File: config.mk
export PLATFORM = sky130hd
export DESIGN_NAME = priority_task_ready_scheduler_unit
export DESIGN_NICKNAME = d
export VERILOG_FILES = /design/src/design/ptrs_pkg.sv /design/src/design/ptrs_mem.sv /design/src/design/ptrs_sweep.sv /design/src/design/priority_task_ready_scheduler_unit.sv
export SDC_FILE = /design/constraint.sdc
export NUM_CORES = 1
export LEC_CHECK = 0
export BUFFER_PORTS_ARGS = -buffer_cell sky130_fd_sc_hd__buf_2
export CELL_PAD_IN_SITES_DETAIL_PLACEMENT = 0
export CELL_PAD_IN_SITES_GLOBAL_PLACEMENT = 1
export CORE_AREA = 2 2 151 263
export CTS_CLUSTER_DIAMETER = 80
export DETAILED_ROUTE_END_ITERATION = 16
export DIE_AREA = 0 0 153 265
export GPL_TIMING_DRIVEN = 0
export PLACE_DENSITY = 0.79
export SYNTH_ARGS = -nofsm -noshare
export SYNTH_HDL_FRONTEND = slang
export SYNTH_SLANG_ARGS = --single-unit
File: constraint.sdc
create_clock -name clk_i -period 3.95 [get_ports clk_i]
set_clock_uncertainty 0.15 [all_clocks]
set_input_delay 0.79 -clock clk_i [delete_from_list [all_inputs] [get_ports clk_i]]
set_output_delay 0.79 -clock clk_i [all_outputs]
set_load 0.005 [all_outputs]
File: src/design/ptrs_pkg.sv
// Package for the priority task ready scheduler: request, response and sweep types
// plus operation, status and controller state codes. No dependencies.
package ptrs_pkg;

  localparam int IdW   = 8;
  localparam int PrioW = 8;

  typedef enum logic [1:0] {
    OP_CLEAR = 2'd0,
    OP_LOAD  = 2'd1,
    OP_READY = 2'd2,
    OP_PICK  = 2'd3
  } op_e;

  typedef enum logic [1:0] {
    STS_OK        = 2'd0,
    STS_NOT_FOUND = 2'd1,
    STS_EMPTY     = 2'd2
  } status_e;

  typedef enum logic [2:0] {
    S_IDLE,
    S_LOAD_RD,
    S_SCAN,
    S_FIX,
    S_WRITE
  } state_e;

  typedef struct packed {
    op_e              op;
    logic [3:0]       slot;
    logic [IdW-1:0]   task_id;
    logic [PrioW-1:0] task_priority;
    logic             start_ready;
  } req_t;

  typedef struct packed {
    status_e        status;
    logic [IdW-1:0] granted_id;
    logic [3:0]     granted_slot;
  } rsp_t;

  // sweep engine status toward the controller
  typedef struct packed {
    logic busy;     // sweep in progress
    logic tap_vld;  // read data for the tap index is valid this cycle
    logic done;     // last entry handled, sweep ends this cycle
  } sweep_st_t;

endpackage

File: src/design/ptrs_mem.sv
// Slot memory of the priority task ready scheduler: one write port, one read port,
// read data registered. No package dependencies.
module ptrs_mem #(
  parameter int Depth = 16,
  parameter int Width = 20
) (
  input  logic                     clk_i,
  input  logic                     we_i,
  input  logic [$clog2(Depth)-1:0] waddr_i,
  input  logic [Width-1:0]         wdata_i,
  input  logic [$clog2(Depth)-1:0] raddr_i,
  output logic [Width-1:0]         rdata_o
);

  logic [Width-1:0] mem_q [Depth];
  logic [Width-1:0] rdata_q;

  always_ff @(posedge clk_i) begin
    if (we_i) begin
      mem_q[waddr_i] <= wdata_i;
    end
    rdata_q <= mem_q[raddr_i];
  end

  assign rdata_o = rdata_q;

endmodule

File: src/design/ptrs_sweep.sv
// Sweep engine of the priority task ready scheduler: walks every slot address once
// and tracks which slot the registered read data belongs to. Uses ptrs_pkg.
module ptrs_sweep #(
  parameter int MAX_TASKS = 16
) (
  input  logic                         clk_i,
  input  logic                         rst_ni,
  input  logic                         go_i,
  output logic [$clog2(MAX_TASKS)-1:0] rd_addr_o,
  output logic [$clog2(MAX_TASKS)-1:0] tap_idx_o,
  output ptrs_pkg::sweep_st_t          st_o
);

  localparam int AW = $clog2(MAX_TASKS);
  localparam int CW = $clog2(MAX_TASKS + 1);

  logic          active_q, active_d;
  logic          vld_q, vld_d;
  logic [CW-1:0] cnt_q, cnt_d;
  logic [AW-1:0] idx_q, idx_d;
  logic          issue;
  logic          done;

  assign issue = active_q && (cnt_q != CW'(MAX_TASKS));
  assign done  = active_q && !issue && !vld_q;

  always_comb begin
    active_d = active_q;
    cnt_d    = cnt_q;
    vld_d    = issue;
    idx_d    = cnt_q[AW-1:0];
    if (go_i) begin
      active_d = 1'b1;
      cnt_d    = '0;
      vld_d    = 1'b0;
    end else begin
      if (issue) begin
        cnt_d = cnt_q + CW'(1);
      end
      if (done) begin
        active_d = 1'b0;
      end
    end
  end

  always_ff @(posedge clk_i or negedge rst_ni) begin
    if (!rst_ni) begin
      active_q <= 1'b0;
      vld_q    <= 1'b0;
      cnt_q    <= '0;
    end else begin
      active_q <= active_d;
      vld_q    <= vld_d;
      cnt_q    <= cnt_d;
    end
  end

  always_ff @(posedge clk_i) begin
    idx_q <= idx_d;
  end

  assign rd_addr_o    = cnt_q[AW-1:0];
  assign tap_idx_o    = idx_q;
  assign st_o.busy    = active_q;
  assign st_o.tap_vld = vld_q;
  assign st_o.done    = done;

endmodule

File: src/design/priority_task_ready_scheduler_unit.sv
// Top level of the priority task ready scheduler: controller, slot flags and counters.
// Depends on ptrs_pkg, ptrs_mem and ptrs_sweep.
//
// Fixed-priority task scheduler with first-come order among equal priorities. A request
// is taken when start is high and busy is low; busy stays high until the result has been
// written to rsp_o, which is shown for exactly one cycle with rsp_valid_o high. The
// receiver cannot stall the block, so rsp_o must be captured in that cycle. Task id,
// priority and arrival rank of every slot live in one slot memory with a single read port
// and registered read data; used and ready marks are flip-flops cleared by reset.
// Every walk over the slots (search, or rank repair after a task leaves the ready set)
// reads one slot per cycle. Clear and loads of a slot at or above MAX_TASKS answer
// straight from idle; a load of a slot that is not ready writes the entry; a load of a
// ready slot reads the old rank, repairs ranks and then writes; make-ready searches and
// then writes, or answers when no match is found; a pick searches and, when a task is
// granted, repairs ranks before answering. The next request can follow as soon as
// busy falls, which happens in the cycle the result appears.
module priority_task_ready_scheduler_unit #(
  parameter int MAX_TASKS = 16
) (
  input  logic           clk_i,
  input  logic           rst_ni,
  input  logic           start,
  output logic           busy,
  input  ptrs_pkg::req_t req_i,
  output logic           rsp_valid_o,
  output ptrs_pkg::rsp_t rsp_o
);

  localparam int AW  = $clog2(MAX_TASKS);        // slot index width
  localparam int RkW = AW;                       // arrival rank width
  localparam int CW  = $clog2(MAX_TASKS + 1);    // ready count width
  localparam int IdW = ptrs_pkg::IdW;
  localparam int PrW = ptrs_pkg::PrioW;
  localparam int EW  = IdW + PrW + RkW;          // memory entry: {id, prio, rank}

  // controller state
  ptrs_pkg::state_e state_q, state_d;
  ptrs_pkg::req_t   req_q, req_d;

  // per-slot flags, cleared by reset
  logic [MAX_TASKS-1:0] used_q, used_d;
  logic [MAX_TASKS-1:0] ready_q, ready_d;
  logic [CW-1:0]        count_q, count_d;

  // target slot: search winner, or slot being loaded
  logic            found_q, found_d;
  logic [AW-1:0]   tgt_slot_q, tgt_slot_d;
  logic [IdW-1:0]  tgt_id_q, tgt_id_d;
  logic [PrW-1:0]  tgt_prio_q, tgt_prio_d;
  logic [RkW-1:0]  tgt_rank_q, tgt_rank_d;

  // result register
  logic           rsp_valid_q, rsp_valid_d;
  ptrs_pkg::rsp_t rsp_q, rsp_d;

  // memory and sweep hookup
  logic                mem_we;
  logic [AW-1:0]       mem_waddr;
  logic [EW-1:0]       mem_wdata;
  logic [AW-1:0]       mem_raddr;
  logic [EW-1:0]       mem_rdata;
  logic                sweep_go;
  logic [AW-1:0]       sweep_addr;
  logic [AW-1:0]       tap;
  ptrs_pkg::sweep_st_t sw_st;

  logic [IdW-1:0] rd_id;
  logic [PrW-1:0] rd_prio;
  logic [RkW-1:0] rd_rank;
  logic [AW-1:0]  in_slot;
  logic           in_range;
  logic           tap_live;

  assign rd_id    = mem_rdata[EW-1 -: IdW];
  assign rd_prio  = mem_rdata[RkW +: PrW];
  assign rd_rank  = mem_rdata[RkW-1:0];
  assign in_slot  = AW'(req_i.slot);
  assign in_range = 32'(req_i.slot) < MAX_TASKS;
  assign tap_live = sw_st.tap_vld && used_q[tap] && ready_q[tap];

  // while idle the read port looks at the requested slot, so a load of a ready slot
  // finds its rank in the next cycle; during a sweep the sweep engine owns it
  assign mem_raddr = sw_st.busy ? sweep_addr : in_slot;

  ptrs_mem #(
    .Depth (MAX_TASKS),
    .Width (EW)
  ) u_mem (
    .clk_i   (clk_i),
    .we_i    (mem_we),
    .waddr_i (mem_waddr),
    .wdata_i (mem_wdata),
    .raddr_i (mem_raddr),
    .rdata_o (mem_rdata)
  );

  ptrs_sweep #(
    .MAX_TASKS (MAX_TASKS)
  ) u_sweep (
    .clk_i     (clk_i),
    .rst_ni    (rst_ni),
    .go_i      (sweep_go),
    .rd_addr_o (sweep_addr),
    .tap_idx_o (tap),
    .st_o      (sw_st)
  );

  // next state, flag updates and memory write-back
  // a sweep writes back the slot whose read data it holds while reading the next one,
  // and every other write happens with no read in flight, so accesses never overlap
  always_comb begin
    state_d     = state_q;
    req_d       = req_q;
    used_d      = used_q;
    ready_d     = ready_q;
    count_d     = count_q;
    found_d     = found_q;
    tgt_slot_d  = tgt_slot_q;
    tgt_id_d    = tgt_id_q;
    tgt_prio_d  = tgt_prio_q;
    tgt_rank_d  = tgt_rank_q;
    rsp_valid_d = 1'b0;
    rsp_d       = rsp_q;
    sweep_go    = 1'b0;
    mem_we      = 1'b0;
    mem_waddr   = tgt_slot_q;
    mem_wdata   = {tgt_id_q, tgt_prio_q, count_q[RkW-1:0]};

    unique case (state_q)
      ptrs_pkg::S_IDLE: begin
        if (start) begin
          req_d = req_i;
          unique case (req_i.op)
            ptrs_pkg::OP_CLEAR: begin
              used_d             = '0;
              ready_d            = '0;
              count_d            = '0;
              rsp_valid_d        = 1'b1;
              rsp_d.status       = ptrs_pkg::STS_OK;
              rsp_d.granted_id   = '0;
              rsp_d.granted_slot = '0;
            end
            ptrs_pkg::OP_LOAD: begin
              if (!in_range) begin
                // slot beyond the table: ignored
                rsp_valid_d        = 1'b1;
                rsp_d.status       = ptrs_pkg::STS_OK;
                rsp_d.granted_id   = '0;
                rsp_d.granted_slot = '0;
              end else begin
                tgt_slot_d = in_slot;
                tgt_id_d   = req_i.task_id;
                tgt_prio_d = req_i.task_priority;
                if (used_q[in_slot] && ready_q[in_slot]) begin
                  state_d = ptrs_pkg::S_LOAD_RD;  // old task must leave the ready set
                end else begin
                  state_d = ptrs_pkg::S_WRITE;
                end
              end
            end
            ptrs_pkg::OP_READY, ptrs_pkg::OP_PICK: begin
              found_d  = 1'b0;
              sweep_go = 1'b1;
              state_d  = ptrs_pkg::S_SCAN;
            end
            default: begin
              state_d = ptrs_pkg::S_IDLE;
            end
          endcase
        end
      end

      ptrs_pkg::S_LOAD_RD: begin
        // rank of the old task is on the read port now
        tgt_rank_d          = rd_rank;
        ready_d[tgt_slot_q] = 1'b0;
        count_d             = count_q - CW'(1);
        sweep_go            = 1'b1;
        state_d             = ptrs_pkg::S_FIX;
      end

      ptrs_pkg::S_SCAN: begin
        if (req_q.op == ptrs_pkg::OP_PICK) begin
          // most urgent priority, then oldest arrival
          if (tap_live && (!found_q || rd_prio < tgt_prio_q ||
                           (rd_prio == tgt_prio_q && rd_rank < tgt_rank_q))) begin
            found_d    = 1'b1;
            tgt_slot_d = tap;
            tgt_id_d   = rd_id;
            tgt_prio_d = rd_prio;
            tgt_rank_d = rd_rank;
          end
        end else begin
          // lowest used, blocked slot with a matching id
          if (sw_st.tap_vld && used_q[tap] && !ready_q[tap] &&
              rd_id == req_q.task_id && !found_q) begin
            found_d    = 1'b1;
            tgt_slot_d = tap;
            tgt_id_d   = rd_id;
            tgt_prio_d = rd_prio;
          end
        end
        if (sw_st.done) begin
          if (req_q.op == ptrs_pkg::OP_PICK) begin
            if (found_q) begin
              ready_d[tgt_slot_q] = 1'b0;
              count_d             = count_q - CW'(1);
              sweep_go            = 1'b1;
              state_d             = ptrs_pkg::S_FIX;
            end else begin
              rsp_valid_d        = 1'b1;
              rsp_d.status       = ptrs_pkg::STS_EMPTY;
              rsp_d.granted_id   = '0;
              rsp_d.granted_slot = '0;
              state_d            = ptrs_pkg::S_IDLE;
            end
          end else begin
            if (found_q) begin
              state_d = ptrs_pkg::S_WRITE;
            end else begin
              rsp_valid_d        = 1'b1;
              rsp_d.status       = ptrs_pkg::STS_NOT_FOUND;
              rsp_d.granted_id   = '0;
              rsp_d.granted_slot = '0;
              state_d            = ptrs_pkg::S_IDLE;
            end
          end
        end
      end

      ptrs_pkg::S_FIX: begin
        // close the rank gap left by the departing task
        if (tap_live && rd_rank > tgt_rank_q) begin
          mem_we    = 1'b1;
          mem_waddr = tap;
          mem_wdata = {rd_id, rd_prio, rd_rank - RkW'(1)};
        end
        if (sw_st.done) begin
          if (req_q.op == ptrs_pkg::OP_PICK) begin
            rsp_valid_d        = 1'b1;
            rsp_d.status       = ptrs_pkg::STS_OK;
            rsp_d.granted_id   = tgt_id_q;
            rsp_d.granted_slot = 4'(tgt_slot_q);
            state_d            = ptrs_pkg::S_IDLE;
          end else begin
            state_d = ptrs_pkg::S_WRITE;
          end
        end
      end

      ptrs_pkg::S_WRITE: begin
        // store entry; a task entering the ready set takes the back rank
        mem_we             = 1'b1;
        used_d[tgt_slot_q] = 1'b1;
        if (req_q.op == ptrs_pkg::OP_READY || req_q.start_ready) begin
          ready_d[tgt_slot_q] = 1'b1;
          count_d             = count_q + CW'(1);
        end
        rsp_valid_d        = 1'b1;
        rsp_d.status       = ptrs_pkg::STS_OK;
        rsp_d.granted_id   = '0;
        rsp_d.granted_slot = '0;
        state_d            = ptrs_pkg::S_IDLE;
      end

      default: begin
        state_d = ptrs_pkg::S_IDLE;
      end
    endcase
  end

  always_ff @(posedge clk_i or negedge rst_ni) begin
    if (!rst_ni) begin
      state_q     <= ptrs_pkg::S_IDLE;
      used_q      <= '0;
      ready_q     <= '0;
      count_q     <= '0;
      found_q     <= 1'b0;
      rsp_valid_q <= 1'b0;
    end else begin
      state_q     <= state_d;
      used_q      <= used_d;
      ready_q     <= ready_d;
      count_q     <= count_d;
      found_q     <= found_d;
      rsp_valid_q <= rsp_valid_d;
    end
  end

  always_ff @(posedge clk_i) begin
    req_q      <= req_d;
    tgt_slot_q <= tgt_slot_d;
    tgt_id_q   <= tgt_id_d;
    tgt_prio_q <= tgt_prio_d;
    tgt_rank_q <= tgt_rank_d;
    rsp_q      <= rsp_d;
  end

  assign busy        = (state_q != ptrs_pkg::S_IDLE);
  assign rsp_valid_o = rsp_valid_q;
  assign rsp_o       = rsp_q;

  // a result only appears while the controller is idle
  a_rsp_when_idle: assert property (@(posedge clk_i) disable iff (!rst_ni)
    rsp_valid_o |-> (state_q == ptrs_pkg::S_IDLE))
    else $error("result strobe while controller busy");

  // only used slots can be ready
  a_ready_subset: assert property (@(posedge clk_i) disable iff (!rst_ni)
    (ready_q & ~used_q) == '0)
    else $error("ready mark on unused slot");

  // between requests the ready count matches the ready marks
  a_count_match: assert property (@(posedge clk_i) disable iff (!rst_ni)
    (state_q == ptrs_pkg::S_IDLE) |-> (32'(count_q) == $countones(ready_q)))
    else $error("ready count out of step with ready marks");

  // only a successful pick carries a grant
  a_grant_clean: assert property (@(posedge clk_i) disable iff (!rst_ni)
    (rsp_valid_o && rsp_o.status != ptrs_pkg::STS_OK) |->
      (rsp_o.granted_id == '0 && rsp_o.granted_slot == '0))
    else $error("grant fields set on failed request");

endmodule
==> run metrics, run 1 <==
WP data required 3.84 ns; CTS Root Cell clkbuf_16; GRT Util Overall 22.4%; crit path cell chain clkbuf_1, nor3b_2, a211oi_1, nand3_1, a2111oi_0, a31oi_1, nand2_1; cell count after synthesis 1127; max_cap viols 0; CTS tree yes; count of nets after finishing 1281; CTS Buf Count 37; fillers 3004; ys async rst share 10.9%; post-place instance area 0.0197 mm2; outcome finished, final reports clean; Tcrit/Tclk final 96.0%; Pre-antenna DRT Iters 5; DR WL/cell 25.8 um; total core area 0.0384 mm2; ant diodes 0; Site Rows 95; pre-CTS setup slack -0.423 ns; HP Class in2async; Critical Path Sink Type register; Synth Area in XOR/XNOR 0.768%; DIE AREA 0.0405 mm2; Detail Placement HPWL 32000 um; Pwr per Cell Area 675 mW/mm2; crit-path max cell delay 0.87 ns; DRT iter0 DRCs 929; Syn Nets 1171; commonest non-fill, non-tap cell in the layout edfxtp_1; Vias 10.4k; Min Hold Slack 0.300 ns; final hold vios 0; Seq/Total Area, Yosys 69.9%; adder-cell share of the synthesized area 1.27%; Clock Tree Buf Depth 3; Core Util, Final 54.6%; Cell Area, Synth 0.0183 mm2; largest net degree at the start of global routing 49; die height 265 um; initial antenna violation count 0; fin area 0.0210 mm2; Initial Util 47.5%; Synth cell types 56; Clock Sinks 441; Post-synth top flop edfxtp_1; Clock Pin Slew Worst Setup and Hold Paths 0.06 ns; Post-Route WL 45000 um; share of cells above drive strength 1 21.3%; drt drc 0; Worst Path Class, Setup reg2reg; largest family of logic cells by synthesized area multiplexers; vias in the first global route 10.7k; simple-gate portion of the synthesized area 6.91%; minimum clock period 3.79 ns; Ports 42; Max Clk Rate 264 MHz; EDFF count, synth 369; WP data arrival 3.68 ns; Slew HR 15.1%; Leak 7.35 nW; final setup fails 0; Crit Path Max Fanout 20; clock latency on the worst-skew pair 0.54 ns; H-tree depth 2; Synth Register Bits 441; Worst Max-Slew Pin Slew 1.26 ns; Placer Congestion 0.918; crit path max-delay cell type nor3b_2; overall power 14.2 mW; RSZ-0062 raised after global routing no; Antenna Nets Post-Route 0; PnR worst setup slack 0.158 ns; I/O Buffers 39; first-pass GRT wire length 67400 um; Synthesis Warnings 0; Vias per Instance 5.93; total gr overflow 0; Compound-Gate Fraction of Synth Area 6.24%; Avg Inst Size Synth 16.2 um2; CP Launch Type register; post-synthesis mux area share 12.9%; most frequent cells in the layout 369 x edfxtp_1, 157 x nand2_1, 84 x mux4_2; worst vdd ir 340 uV; Area growth, synth to finish 14.9%; die width 153 um; Final Max Tran Viols 0
-- report_power, final --
| group | switching, mW | total [mW] | internal (mW) |
|---|---|---|---|
| Combinational | 2.88 | 4.80 | 1.92 |
| Clock | 1.59 | 3.51 | 1.92 |
| Sequential | 0.322 | 5.85 | 5.53 |
-- flip-flops by register name, indices dropped and copies added, names as in the netlist, 4 cells and up --
register,flops
u_sweep.cnt_q,5
ready_q,16
count_q,4
used_q,16
tgt_id_q,8
tgt_slot_q,4
req_q,11
rsp_o,14
tgt_prio_q,8
u_sweep.tap_idx_o,4
tgt_rank_q,4
u_mem.rdata_o,20
u_mem.mem_q,320
-- layout make-up --
cell class	instances	area [um2]	share of cell area, %
Buffer	55	267	1.27
Clock buffer	44	952	4.54
Clock inverter	19	174	0.829
Inverter	26	97.6	0.465
Multi-Input combinational cell	605	5380	25.7
Sequential cell	441	12800	60.8
Tap cell	485	607	2.89
Timing Repair Buffer	71	739	3.52
-- worst paths after layout --
path / slack (ns) / from / cells after the start / end
max: 0.16 / state_q[1] / 7 / tgt_id_q[3]
min: 0.30 / rst_ni / 1 / count_q[0]
max reg2reg: 0.16 / state_q[1] / 7 / tgt_id_q[3]
min reg2reg: 0.36 / u_sweep.cnt_q[0] / 0 / u_sweep.tap_idx_o[0]
max in group asynchronous: 2.63 / rst_ni / 1 / ready_q[14]
min in group clk_i: 0.30 / req_i[15] / 1 / req_q[15]
-- what timing repair did --
item | 4_1_cts | 5_1_grt
pin swaps | 2 | 6
setup endpoints to repair | 48 | 69
hold buffers | 0 | 0
setup buffers | 3 | 10
gates resized for setup | 3 | 1
-- cell families after synthesis --
kind of cell,Yosys count
AOI/OAI and AO/OA,172
and+or+nand+nor,281
DFF,441
adders and majority gates,18
xor gates and xnor gates,16
muxes,118
buffers and inverters,81
-- critical path, delay by kind of cell, from the launching register on --
| family | cells | cell delay, ns |
|---|---|---|
| AO/OA/AOI/OAI | 3 | 0.53 |
| AND/OR/NAND/NOR | 3 | 1.80 |
| flip-flops | 1 | 0.43 |
| buffers and inverters | 1 | 0.36 |
-- stage by stage --
stage | instances | setup TNS (ns)
after floorplan | 1127 | 0
after global placement | 1651 | -587.34
after detailed placement | 1670 | -12.83
after CTS | 1736 | -0.0122
after global routing | 1746 | 0
final | 1746 | 0
-- routing by layer --
layer	vias to the layer above	wire length, um	global-route usage, %
met3	114	1970	2.40
met2	371	24200	40.5
li1	4579	-	-
met4	0	2760	12.8
met1	5295	16100	25.7
met5	-	0	0
-- cell usage after synthesis, types with 4 or more instances --
master	n	share of area, %
and2_0	5	0.17
mux2_2	8	0.49
nor2_1	35	0.72
nand2b_1	6	0.21
edfxtp_1	369	61
ha_1	17	1.2
buf_4	6	0.25
mux2_4	12	0.99
mux2i_1	10	0.55
and2_1	30	1.0
nor3_1	7	0.19
o41ai_2	5	0.45
clkbuf_1	31	0.64
o211ai_1	5	0.21
mux4_2	84	10
dfxtp_1	24	2.6
nand4_1	4	0.14
nor2b_1	7	0.24
inv_1	26	0.53
a211oi_1	22	0.90
buf_2	12	0.33
a31oi_1	23	0.79
nand3_1	16	0.44
xor2_1	15	0.72
a21oi_1	39	1.1
nand2_1	157	3.2
o31ai_1	17	0.70
dfrtp_1	48	6.6
o21ai_0	41	1.1
Note: power is estimated with default switching activity, not from simulation.
==> inputs of run 2 (changes only) <==
--- a/config.mk
+++ b/config.mk
@@ -5,15 +5,16 @@
 export SDC_FILE = /design/constraint.sdc
 export NUM_CORES = 1
 export LEC_CHECK = 0
+export ABC_AREA = 1
 export BUFFER_PORTS_ARGS = -buffer_cell sky130_fd_sc_hd__buf_2
 export CELL_PAD_IN_SITES_DETAIL_PLACEMENT = 0
 export CELL_PAD_IN_SITES_GLOBAL_PLACEMENT = 1
-export CORE_AREA = 2 2 151 263
+export CORE_AREA = 2 2 158 276
 export CTS_CLUSTER_DIAMETER = 80
 export DETAILED_ROUTE_END_ITERATION = 16
-export DIE_AREA = 0 0 153 265
+export DIE_AREA = 0 0 160 278
 export GPL_TIMING_DRIVEN = 0
-export PLACE_DENSITY = 0.79
+export PLACE_DENSITY = 0.81
 export SYNTH_ARGS = -nofsm -noshare
 export SYNTH_HDL_FRONTEND = slang
 export SYNTH_SLANG_ARGS = --single-unit
==> run 2 against run 1 <==
  * Synthesized cell count increased by 57%
  * Wire length increased by 36%
  * Register-to-register slack got worse by 0.19 ns
  * Highest routed layer unchanged
  * The run now ends with negative setup slack left
  * Die area increased by 9.7%
  * Non-clock buffer count increased by 39
  * Clock power increased by 10%
  * Sequential share of layout area decreased by 3.2 points
==> run metrics, run 2 <==
minimum clock period 3.98 ns (+0.192 ns); R2R Path Start u_mem.rdata_o[1]; failing checks negative setup slack; Core Util, Final 52.4% (-2.3 points); overall power 18.2 mW (+29%); Post-synth top flop edfxtp_1; drt drc 0 (unchanged); Max Clk Rate 251 MHz (-4.8%); Worst Path Class, Setup reg2reg; Pwr per Cell Area 823 mW/mm2 (+22%); total gr overflow 0 (unchanged); Synthesis Warnings 0 (unchanged); cell count after synthesis 1769 (+57%); clock latency on the worst-skew pair 0.55 ns (about the same); most frequent cells in the layout 369 x edfxtp_1, 265 x nand2_1, 243 x inv_1; CTS Buf Count 39 (+5.4%); largest net degree at the start of global routing 49 (unchanged); Detail Placement HPWL 42200 um (+32%); Pre-antenna DRT Iters 9 (+4); first-pass GRT wire length 90600 um (+34%); max reg flops 320 (unchanged); Cell Area, Synth 0.0192 mm2 (+5.3%); top-count cell post-synth edfxtp_1; CP endpoint u_mem.mem_q[7][11]; Antenna Nets Post-Route 0 (unchanged); met2 usage 51.7% (+11 points); CTS Root Cell clkbuf_16; CTS tree yes; total core area 0.0423 mm2 (+10%); share of the synthesized area in the top cell type 57.7% (-3.0 points); HP Class in2reg; die width 160 um (+4.6%); Clock Tree Buf Depth 3 (unchanged); Synth Register Bits 441 (unchanged); Leak 8.59 nW (+17%); commonest non-fill, non-tap cell in the layout edfxtp_1; Clock Sinks 441 (unchanged); Critical Path Start u_mem.rdata_o[1]; PnR worst setup slack -0.0338 ns (-0.192 ns); area occupied by multi-input gates 0.00529 mm2 (-1.7%); Worst R2R End u_mem.mem_q[7][11]; share of cells above drive strength 1 13.0% (-8.4 points); WP data required 3.96 ns (+0.12 ns); die height 278 um (+4.9%); gr busiest metal met2; CP Launch Type register; EDFF count, synth 369 (unchanged); Slew HR 18.6% (+3.5 points); Crit Path Max Fanout 16 (-20%); H-tree depth 2 (unchanged); WP data arrival 4.00 ns (+0.32 ns); Post-Route WL 61200 um (+36%); Area growth, synth to finish 15.3%; max_cap viols 0 (unchanged); Yosys top cell by area edfxtp_1; Placer Congestion 0.952 (+3.7%); DIE AREA 0.0445 mm2 (+9.7%); DR WL/cell 24.6 um (-4.6%); Reg area 0.0128 mm2 (unchanged); Site Rows 100 (+5.3%); Syn Nets 1813 (+55%); Initial Util 45.4% (-2.1 points); final setup fails 48 (+48); Synth cell types 43 (-23%); worst vdd ir 513 uV (+51%); Reg2Reg Depth 10 (+3); GRT Util Overall 27.7% (+5.4 points); Seq/Total Area, Yosys 66.4% (-3.5 points); Ports 42 (unchanged); Synth area leaders edfxtp_1 58%, dfrtp_1 6.3%, nand2_1 5.2%; final hold vios 0 (unchanged); Final Max Tran Viols 0 (unchanged); RSZ-0062 raised after global routing yes; Critical Path Sink Type register; GRT met1 Usage 28.3% (+2.6 points); met3 usage 3.43% (+1.0 points); Avg Inst Size Synth 10.9 um2 (-33%); Min Hold Slack 0.284 ns (-0.0166 ns); largest reg by FF count u_mem.mem_q; I/O Buffers 40 (+2.6%); count of nets after finishing 1942 (+52%); Worst Max-Slew Pin Slew 1.21 ns (-0.0513 ns); most frequent cells after synthesis 369 x edfxtp_1, 265 x nand2_1, 243 x inv_1; Clock Pin Slew Worst Setup and Hold Paths 0.07 ns (about the same); fillers 3766 (+25%); ys async rst share 10.9% (unchanged); vias in the first global route 14.5k (+35%); outcome finished, violations left; DRT iter0 DRCs 1428 (+54%); ant diodes 0 (unchanged); reg-to-reg setup timing slack -0.03 ns (-0.19 ns); Tcrit/Tclk final 101% (+4.9 points); Vias 14.2k (+37%); hold_buf cts 0 (unchanged); Vias per Instance 5.70 (-3.9%); initial antenna violation count 0 (unchanged)
## run 2: cell types whose count changed after synthesis, moves of 15 or more
cell	previous run	this run
a21oi_1	39	137
o221ai_1	1	16
a31oi_1	23	1
nand3_1	16	127
nor2_1	35	72
o31ai_1	17	2
inv_1	26	243
nand2_1	157	265
mux4_2	84	0
o211ai_1	5	60
o21ai_0	41	191
clkbuf_1	31	51
a211oi_1	22	0
and2_1	30	0
## run 2: worst min-delay path by stage
stage                           from                   end  slack, ns  depth (start not counted)
floorplan           u_sweep.cnt_q[1]  u_sweep.tap_idx_o[1]       0.26                          0
detailed placement  u_sweep.cnt_q[0]  u_sweep.tap_idx_o[0]       0.32                          0
global route                req_i[0]              req_q[0]       0.27                          1
finish                      req_i[0]              req_q[0]       0.28                          1
global placement    u_sweep.cnt_q[1]  u_sweep.tap_idx_o[1]       0.31                          0
CTS                         req_i[0]              req_q[0]       0.27                          1
## run 2: cell type report
type / count / share of cell area, %
clock inverters: 14 / 0.491
repair buffers: 78 / 3.19
inverters: 260 / 4.45
plain buffers: 87 / 1.93
well taps: 561 / 3.17
multi-input cells: 991 / 23.9
flip-flops and latches: 441 / 57.6
clock buffers: 57 / 5.27
## run 2: critical path: stages, from the launching register on
cell      delay [ns]
dfxtp_1         0.35
ha_1            0.32
inv_1           0.05
nor2_1          0.09
nor2_1          0.05
o21ai_1         0.37
nand2_1         0.25
nor2_4          0.29
nand4_4         0.20
clkbuf_1        0.41
o21ai_1         1.05
## run 2: metal layers
metal | part of all wire (%) | vias up | routed length, um
met1 | 32 | 6820 | 19500
li1 | - | 6402 | -
met2 | 53 | 714 | 32600
met4 | 8.7 | 0 | 5330
met3 | 6.2 | 262 | 3790
met5 | 0 | - | 0
## run 2: what timing repair did
item / in CTS / in global routing
pin swaps: 14 / 2
buffers inserted: 17 / 2
setup endpoints to repair: 369 / 116
gates cloned: 10 / 0
gates resized for setup: 16 / 2
endpoints found under the hold margin: 0 / 0
## run 2: logic make-up (layout without fill, tap and decap cells)
kind of cell / Yosys count / in the layout / synth area share, %
DFF: 441 / 441 / 66.4
buffers and inverters: 347 / 496 / 7.35
AOI/OAI and AO/OA: 435 / 435 / 12.6
adders and majority gates: 18 / 18 / 1.21
and+or+nand+nor: 518 / 528 / 11.9
xor gates and xnor gates: 10 / 10 / 0.456
## run 2: power by group
part	internal, mW	switching (mW)	total (mW)
Clock	2.13	1.73	3.86
Sequential	6.26	0.393	6.65
Combinational	2.01	5.69	7.70
## run 2: through the flow
step | setup slack (ns) | setup TNS, ns | instance area (um2) | instances
5_1_grt | -0.252 | -12.48 | 22200 | 2489
6_report | -0.0338 | -1.22 | 22200 | 2489
3_5_place_dp | -0.378 | -35.98 | 20500 | 2388
4_1_cts | -0.0929 | -3.67 | 22100 | 2486
2_1_floorplan | 0.622 | 0 | 19200 | 1769
3_3_place_gp | -1.24 | -389.21 | 20100 | 2370
